File: src/rtl/tgpp_pkg.sv
package tgpp_pkg;

  // Common data types.
  typedef logic [7:0]  chan_t;
  typedef logic [15:0] mask_t;

  // Pixel format codes.
  localparam logic [1:0] FMT_32    = 2'd0;
  localparam logic [1:0] FMT_24    = 2'd1;
  localparam logic [1:0] FMT_16    = 2'd2;
  localparam logic [1:0] FMT_UNSUP = 2'd3;

  // Configuration register indexes.
  localparam logic [2:0] REG_TINT   = 3'd0;
  localparam logic [2:0] REG_FORMAT = 3'd1;
  localparam logic [2:0] REG_RMASK  = 3'd2;
  localparam logic [2:0] REG_GMASK  = 3'd3;
  localparam logic [2:0] REG_BMASK  = 3'd4;

  // Reset values of the configuration registers.
  localparam logic [23:0] TINT_RESET  = 24'hFFFFFF;
  localparam mask_t       RMASK_RESET = 16'hF800;
  localparam mask_t       GMASK_RESET = 16'h07E0;
  localparam mask_t       BMASK_RESET = 16'h001F;

endpackage

File: src/rtl/tgpp_place.sv
module tgpp_place
  import tgpp_pkg::*;
(
  input  chan_t chan,
  input  mask_t mask,
  output mask_t field
);

  logic [3:0] low_pos;
  logic [3:0] high_pos;
  logic [4:0] span;
  logic [3:0] rsh;
  chan_t      reduced;
  mask_t      shifted;

  // Lowest and highest set bits of the mask.
  always_comb begin
    low_pos  = 4'd0;
    high_pos = 4'd0;
    for (int i = 15; i >= 0; i--) begin
      if (mask[i]) begin
        low_pos = i[3:0];
      end
    end
    for (int j = 0; j < 16; j++) begin
      if (mask[j]) begin
        high_pos = j[3:0];
      end
    end
  end

  // Run length including gaps; an empty mask has a run of zero, so the
  // channel is shifted out entirely.
  always_comb begin
    if (mask == '0) begin
      span = 5'd0;
    end else begin
      span = {1'b0, high_pos} - {1'b0, low_pos} + 5'd1;
    end
    if (span > 5'd8) begin
      rsh = 4'd0;
    end else begin
      rsh = 4'(5'd8 - span);
    end
  end

  // Drop the low channel bits, move the rest to the field, and clip to the mask.
  always_comb begin
    reduced = chan >> rsh;
    shifted = {8'd0, reduced} << low_pos;
    field   = shifted & mask;
  end

endmodule

File: src/rtl/tinted_gray_pixel_packer.sv
// Three-stage pipeline: input register, scaled channel register, output register.
// An accepted word moves from the input register to the scaled channel register
// and on to the output register. One word is accepted per cycle unless stalled.
// A stalled output fills the stages in turn before the input side stops.
// Synchronous active-high reset empties the pipeline and restores the defaults.
module tinted_gray_pixel_packer
  import tgpp_pkg::*;
(
  input  logic        clk,
  input  logic        rst,
  input  logic        cfg_write,
  input  logic [2:0]  cfg_addr,
  input  logic [23:0] cfg_data,
  input  logic        in_valid,
  output logic        in_ready,
  input  logic [7:0]  gray,
  output logic        out_valid,
  input  logic        out_ready,
  output logic [23:0] pixel_word,
  output logic        pixel_valid
);

  // Configuration registers.
  logic [23:0] tint_color;
  logic [1:0]  pixel_format;
  mask_t       red_mask;
  mask_t       green_mask;
  mask_t       blue_mask;

  // Pipeline registers.
  logic  s1_valid;
  chan_t s1_gray;
  logic  s2_valid;
  chan_t s2_red;
  chan_t s2_green;
  chan_t s2_blue;

  logic s1_ready;
  logic s2_ready;
  logic s3_ready;

  logic [15:0] prod_red;
  logic [15:0] prod_green;
  logic [15:0] prod_blue;
  logic [15:0] sum_red;
  logic [15:0] sum_green;
  logic [15:0] sum_blue;

  mask_t       field_red;
  mask_t       field_green;
  mask_t       field_blue;
  logic [23:0] pixel_word_next;
  logic        pixel_valid_next;

  // Register writes; unknown indexes are ignored.
  always_ff @(posedge clk) begin
    if (rst) begin
      tint_color   <= TINT_RESET;
      pixel_format <= FMT_32;
      red_mask     <= RMASK_RESET;
      green_mask   <= GMASK_RESET;
      blue_mask    <= BMASK_RESET;
    end else if (cfg_write) begin
      unique case (cfg_addr)
        REG_TINT:   tint_color   <= cfg_data;
        REG_FORMAT: pixel_format <= cfg_data[1:0];
        REG_RMASK:  red_mask     <= cfg_data[15:0];
        REG_GMASK:  green_mask   <= cfg_data[15:0];
        REG_BMASK:  blue_mask    <= cfg_data[15:0];
        default: begin
        end
      endcase
    end
  end

  // Each stage advances when it is empty or the next stage takes its word.
  assign s3_ready = !out_valid || out_ready;
  assign s2_ready = !s2_valid || s3_ready;
  assign s1_ready = !s1_valid || s2_ready;
  assign in_ready = s1_ready;

  // Input register.
  always_ff @(posedge clk) begin
    if (rst) begin
      s1_valid <= 1'b0;
    end else if (s1_ready) begin
      s1_valid <= in_valid;
    end
  end

  always_ff @(posedge clk) begin
    if (s1_ready && in_valid) begin
      s1_gray <= gray;
    end
  end

  // Tint scaling: floor(p / 255) for p up to 255 * 255 equals
  // (p + (p >> 8) + 1) >> 8.
  always_comb begin
    prod_red   = {8'd0, s1_gray} * {8'd0, tint_color[23:16]};
    prod_green = {8'd0, s1_gray} * {8'd0, tint_color[15:8]};
    prod_blue  = {8'd0, s1_gray} * {8'd0, tint_color[7:0]};
    sum_red    = prod_red + {8'd0, prod_red[15:8]} + 16'd1;
    sum_green  = prod_green + {8'd0, prod_green[15:8]} + 16'd1;
    sum_blue   = prod_blue + {8'd0, prod_blue[15:8]} + 16'd1;
  end

  always_ff @(posedge clk) begin
    if (rst) begin
      s2_valid <= 1'b0;
    end else if (s2_ready) begin
      s2_valid <= s1_valid;
    end
  end

  always_ff @(posedge clk) begin
    if (s2_ready && s1_valid) begin
      s2_red   <= sum_red[15:8];
      s2_green <= sum_green[15:8];
      s2_blue  <= sum_blue[15:8];
    end
  end

  // Field placement for the masked 16-bit format.
  tgpp_place u_place_red (
    .chan  (s2_red),
    .mask  (red_mask),
    .field (field_red)
  );

  tgpp_place u_place_green (
    .chan  (s2_green),
    .mask  (green_mask),
    .field (field_green)
  );

  tgpp_place u_place_blue (
    .chan  (s2_blue),
    .mask  (blue_mask),
    .field (field_blue)
  );

  // Pack the pixel; overlapping fields add and wrap at 16 bits.
  always_comb begin
    pixel_word_next  = 24'd0;
    pixel_valid_next = 1'b1;
    unique case (pixel_format) inside
      FMT_32, FMT_24: begin
        pixel_word_next = {s2_red, s2_green, s2_blue};
      end
      FMT_16: begin
        pixel_word_next = {8'd0, 16'(field_red + field_green + field_blue)};
      end
      default: begin
        pixel_word_next  = 24'd0;
        pixel_valid_next = 1'b0;
      end
    endcase
  end

  // Output register.
  always_ff @(posedge clk) begin
    if (rst) begin
      out_valid <= 1'b0;
    end else if (s3_ready) begin
      out_valid <= s2_valid;
    end
  end

  always_ff @(posedge clk) begin
    if (s3_ready && s2_valid) begin
      pixel_word  <= pixel_word_next;
      pixel_valid <= pixel_valid_next;
    end
  end

endmodule
File: config.mk
export PLATFORM = sky130hd
export DESIGN_NAME = tinted_gray_pixel_packer
export DESIGN_NICKNAME = d
export VERILOG_FILES = /design/src/rtl/tgpp_pkg.sv /design/src/rtl/tgpp_place.sv /design/src/rtl/tinted_gray_pixel_packer.sv
export SDC_FILE = /design/constraint.sdc
export NUM_CORES = 1
export LEC_CHECK = 0
export ABC_CLOCK_PERIOD_IN_PS = 18800
export BUFFER_PORTS_ARGS = -buffer_cell sky130_fd_sc_hd__clkbuf_2
export CAP_MARGIN = 0
export CORE_UTILIZATION = 50
export DETAILED_ROUTE_END_ITERATION = 7
export MAX_ROUTING_LAYER = met4
export PLACE_DENSITY = 0.68
export SLEW_MARGIN = 0
export SYNTH_ARGS = -nofsm -noshare
export SYNTH_HDL_FRONTEND = slang
export SYNTH_SLANG_ARGS = --single-unit
export TNS_END_PERCENT = 50
File: constraint.sdc
create_clock -name clk -period 18.8 [get_ports clk]
set_input_delay 3.76 -clock clk [delete_from_list [all_inputs] [get_ports clk]]
set_output_delay 3.76 -clock clk [all_outputs]
set_load 0.01 [all_outputs]
==> flow_summary.ini, run 1 <==
[logic_synthesis]
synth_nets = 2349
syn_area_mm2 = 0.0166
synthArstFlopShare_pct = 0
syn_avg_cell_area_um2 = 8.23
ys_seq_elements = 134
synth_cell_types = 94
synth_ff_type = dfxtp_1
ys_warn_count = 0
synth_cells = 2015
synth-edff-count = 57
synth_seq_area_share_pct = 19.6

[clocking]
cts_resized = 0
cts_root_buffer = clkbuf_16
post_cts_buffers = 0
clockBufferDepth = 2
clock-sinks = 134
holdBufCountCts = 0
clk_latency_ps = 450
tritoncts = done
cts_buffers = 17
path_clk_slew_ps = 70
h-tree-depth = 4

[placed_design]
place_ws_ps = 9610
placed_area_mm2 = 0.0172
numPortBuffers = 66
place.gp.congestion = 0.971
dp_hpwl_mm = 35.0

[global_route]
grt_pass1_vias = 13800
grt_pass1_wl_mm = 72.2
grt_usage_pct = 28.1
antenna_found_initial = 1
use_met1_pct = 37.1
use_met3_pct = 2.83
grt-ovfl-total = 0
met2_usage_pct = 45.1
grt_start_max_net_pins = 78
top_usage_layer = met2

[floorplanning]
core_mm2 = 0.0326
die_h_um = 184
top_level_ports = 67
die_x_um = 184
rows = 66
start_util_pct = 50.8
dieArea_mm2 = 0.0339

[timing]
worst_pin_slew_ps = 1060
setup_viol = 0
finalCriticalPeriod_ps = 9450
max-slew-margin-rel_pct = 29.3
hold_viol_final = 0
skew_ps = 14.5
rsz0062_at_grt = false
fin_crit_sh_pct = 50.2
tns_ps = 0
setup_ws_ps = 9350
max_freq_mhz = 106
drv_slew = 0

[layout]
drive_gt1_share_pct = 7.89
layout.nets = 2361
num-fill-cells = 3114
area_delta_synth_final_pct = 7.57
final_common_cell = nand2_1
final_util_pct = 54.7
design_area_mm2 = 0.0178
final_cell_mix = 332 x nand2_1, 234 x inv_1, 167 x ha_1

[route]
dr.pass1.iters = 5
ant_nets = 0
wl_mm = 44.7
viasPerCell = 5.76
drtIter0Drc = 939
vias = 14300
wl_per_cell_um = 18.0
drc = 0

[power]
leakage_uw = 0.00827
ir_worst_vdd_mv = 0.166
finalPower_uw = 3630
power_density_mw_per_mm2 = 204

[run]
cap_violations = 0

[worst_setup_path]
critPathKind = flip-flop to flip-flop
crit_path_end_kind = flip-flop
critPathSlowestCell = nor4b_2
cp_max_fo = 12
cp-start-kind = flip-flop
cp_slowest_stage_delay_ps = 840
crit_start = green_mask[13]
required_ps = 19070
arrival_ps = 9710
r2r-start = green_mask[13]

[run_status]
outcome = finished clean

[min_path]
hold_path.class = flip-flop to flip-flop
worstHoldStart = green_mask[14]
[path summary, 6_finish.rpt]
kind / slack, ps / cells past startpoint / to
worst max-delay path: 9350 / 32 / pixel_word[15]
worst min-delay path: 520 / 2 / green_mask[14]
worst max register to register: 9350 / 32 / pixel_word[15]
worst min register to register: 520 / 2 / green_mask[14]
[final cells by class]
type	instances	area, um^2	share of cell area (%)
Sequential cell	134	3250	18.2
Tap cell	442	553	3.10
Antenna cell	1	2.50	0.0140
Timing Repair Buffer	75	398	2.23
Multi-Input combinational cell	1562	12100	67.9
Inverter	237	890	4.99
Clock inverter	13	158	0.884
Clock buffer	19	464	2.60
[synth_stat cells (14+ instances only)]
master      n  share of area (%)
fa_1      127                 15
nor2_1     99                2.2
o21bai_1   26                1.2
clkbuf_1   70                1.6
nand3_1    28               0.85
inv_1     234                5.3
o21ai_0    71                2.1
nand2b_1   14               0.53
ha_1      167                 13
xor2_1     20                1.1
dfxtp_1    77                9.3
a21oi_1   104                3.1
nand3b_1   42                1.9
nor4_1     14               0.53
a211oi_1   20               0.91
o22ai_1    25               0.94
mux2i_1    30                1.8
and2_1    112                4.2
nor3_1     30               0.91
xnor2_1    56                3.0
a21o_1     19               0.86
edfxtp_1   57                 10
nor2b_1    18               0.68
nand2_1   332                7.5
[registers in the layout, summed over array words and instances (netlist names), 2 cells and up]
name	cells
s2_blue	8
red_mask	16
s2_red	8
pixel_word	24
tint_color	24
pixel_format	2
s2_green	8
s1_gray	8
green_mask	16
blue_mask	16
[cell families (layout without fill, tap and decap cells)]
family / after synthesis / count (layout) / share of synthesized area, %
other: 0 / 1 / 0
buffers and inverters: 319 / 344 / 7.33
XOR/XNOR: 78 / 78 / 4.21
adder cells (fa/ha/maj): 294 / 294 / 27.9
AND/OR/NAND/NOR: 759 / 759 / 22.6
AO/OA/AOI/OAI: 389 / 389 / 15.6
flip-flops: 134 / 134 / 19.6
multiplexers: 42 / 42 / 2.72
[critical path, delay by kind of cell, from the launching register on]
family | cells | cell delay (ps)
compound gates | 12 | 3400
fa+ha+maj | 5 | 1850
simple gates | 8 | 1760
mux | 3 | 810
buf+inv | 2 | 560
flops | 1 | 450
xor+xnor | 2 | 440
[metrics by stage]
stage                     cells  hold WS (ps)
final                      2483           516
after global placement     2450           489
after CTS                  2482           517
after detailed placement   2450           508
after floorplan            2015           463
after global routing       2483           552
[power breakdown]
| part | internal (uW) | switching, uW |
|---|---|---|
| registers | 452 | 73.1 |
| logic | 1180 | 1560 |
| clock network | 211 | 151 |
[layer usage]
| layer | routed length [um] | up-vias |
|---|---|---|
| met5 | 0 | - |
| met4 | 1270 | 0 |
| met3 | 2100 | 71 |
| met2 | 20800 | 418 |
| met1 | 20500 | 6932 |
| li1 | - | 6879 |
No activity file was read; power rests on OpenSTA's default activity.
==> inputs of run 2 (changes only) <==
Settings changed: ABC_CLOCK_PERIOD_IN_PS 18800 to 9600.
Clock period 18.8 ns to 9.6 ns, I/O delays scaled along.
==> run 2 against run 1 <==
- routed wire length decreased by 0.60%
- setup slack lost 8400 ps
- core utilization about the same
- count of clock-buffer cells in the layout up 2
- critical endpoint unchanged
- sequential share of layout area hardly changed
- hold slack improved by 14 ps
- via count fell by 0.70%
==> flow_summary.ini, run 2 (synthesis gave the netlist of run 1 again) <==
[worst_setup_path]
critPathKind = flip-flop to flip-flop
arrival_ps = 8880
reg2reg_depth = 33
cp-start-kind = flip-flop
cp_max_fo = 17
r2r-start = green_mask[10]
required_ps = 9840
rrSetupSlack_ps = 960
critPathSlowestCell = or4b_1
rr_endpoint = pixel_word[15]
crit_path_end_kind = flip-flop
crit_start = green_mask[10]
cp_slowest_stage_delay_ps = 710
worstSetupEndpoint = pixel_word[15]

[clocking]
cts_buffers = 17
holdBufCountCts = 0
cts_resized = 0
post_cts_buffers = 0
cts_root_buffer = clkbuf_16
tritoncts = done
clockBufferDepth = 2
clk_latency_ps = 440
h-tree-depth = 4
clock-sinks = 134
path_clk_slew_ps = 60

[placed_design]
numPortBuffers = 66
dp_hpwl_mm = 34.9
place.gp.congestion = 0.940
placed_cells = 2452
placed_area_mm2 = 0.0172

[layout]
drive_gt1_share_pct = 7.98
layout.nets = 2363
reg_top3 = pixel_word (24), tint_color (24)
num-fill-cells = 3017
area_delta_synth_final_pct = 7.64
n_antenna_cell = 0
finalNonFillerCells = 2484
final_cell_mix = 332 x nand2_1, 234 x inv_1, 167 x ha_1
design_area_mm2 = 0.0178
final_common_cell = nand2_1

[route]
ant_nets = 0
wl_mm = 44.4
drc = 0
viasPerCell = 5.72
drtIter0Drc = 1016
dr.pass1.iters = 6
wl_per_cell_um = 17.9
vias = 14200

[timing]
skew_ps = 14.8
tns_ps = 0
finalCriticalPeriod_ps = 8640
worst_pin_slew_ps = 1120
max_freq_mhz = 116
drv_slew = 0
worst_hold_slack_ps = 530
setup_viol = 0
rsz0062_at_grt = false
max-slew-margin-rel_pct = 25.3
fin_crit_sh_pct = 90.0
hold_viol_final = 0

[global_route]
grt_pass1_wl_mm = 71.9
grt_pass1_vias = 13700
grt_usage_pct = 28.0
grt_start_max_net_pins = 78
grt-ovfl-total = 0
antenna_found_initial = 0

[run]
cap_violations = 0

[run_status]
outcome = finished clean

[power]
p_sw_uw = 3480
swShare_pct = 49.1
seqPwrFrac_pct = 14.5
ir_worst_vdd_mv = 0.396
leakage_uw = 0.00828
power_density_mw_per_mm2 = 397
finalPower_uw = 7080
p_comb_share_pct = 75.8
intPower_uw = 3600
p_clk_share_pct = 9.7

[floorplanning]
core_mm2 = 0.0326
top_level_ports = 67
dieArea_mm2 = 0.0339
die_h_um = 184
die_x_um = 184
rows = 66
start_util_pct = 50.8

[min_path]
hold_path.class = flip-flop to flip-flop
## run 2: cell count changes in the layout (fill, tap and decap cells not counted)
cell       previous run  this run
clkinv_4              3         2
clkbuf_8              1         0
clkbuf_16            18        21
bufinv_16             2         0
inv_4                 0         1
buf_4                 9        11
diode_2               1         0
## run 2: layer usage
layer	track usage, %	wire [um]	up-vias
li1	-	-	6892
met1	36.4	20000	6820
met2	45.9	21100	425
met3	2.85	2270	63
met4	8.67	1050	0
met5	-	0	-
## run 2: layout make-up
class	count	area, um^2	share of cell area, %
Multi-Input combinational cell	1562	12100	67.9
Sequential cell	134	3250	18.2
Clock buffer	21	526	2.94
Timing Repair Buffer	77	413	2.31
Inverter	237	890	4.98
Clock inverter	11	95.1	0.533
Tap cell	442	553	3.10
## run 2: power by group through the flow
| stage | clock network [uW] | logic (uW) | registers (uW) |
|---|---|---|---|
| finish | 688 | 5360 | 1020 |
| global route | 717 | 6100 | 1030 |
| CTS | 694 | 5350 | 1020 |
| detailed placement | 0 | 5310 | 1030 |
| global placement | 0 | 5190 | 1030 |
| floorplan | 0 | 4250 | 948 |
## run 2: critical path, delay by kind of cell (launching register included)
kind / cells / cell delay, ps
compound gates: 13 / 2840
mux: 3 / 860
buf+inv: 3 / 280
fa+ha+maj: 5 / 1800
flops: 1 / 360
simple gates: 7 / 1900
xor+xnor: 2 / 420
## run 2: how the worst min path moves through the flow
stage,from,end,slack (ps),cells past startpoint
after global placement,s1_valid,s2_valid,490,2
after detailed placement,green_mask[15],green_mask[15],520,2
after floorplan,pixel_format[0],pixel_valid,460,1
final,green_mask[15],green_mask[15],530,2
after CTS,green_mask[6],green_mask[6],530,2
after global routing,red_mask[0],red_mask[0],560,2
## run 2: metrics by stage
step	util (%)	setup WS (ps)
finish	54.7	960
global route	54.7	224
CTS	54.7	1020
detailed placement	52.8	1050
global placement	52.8	1260
floorplan	-	2010
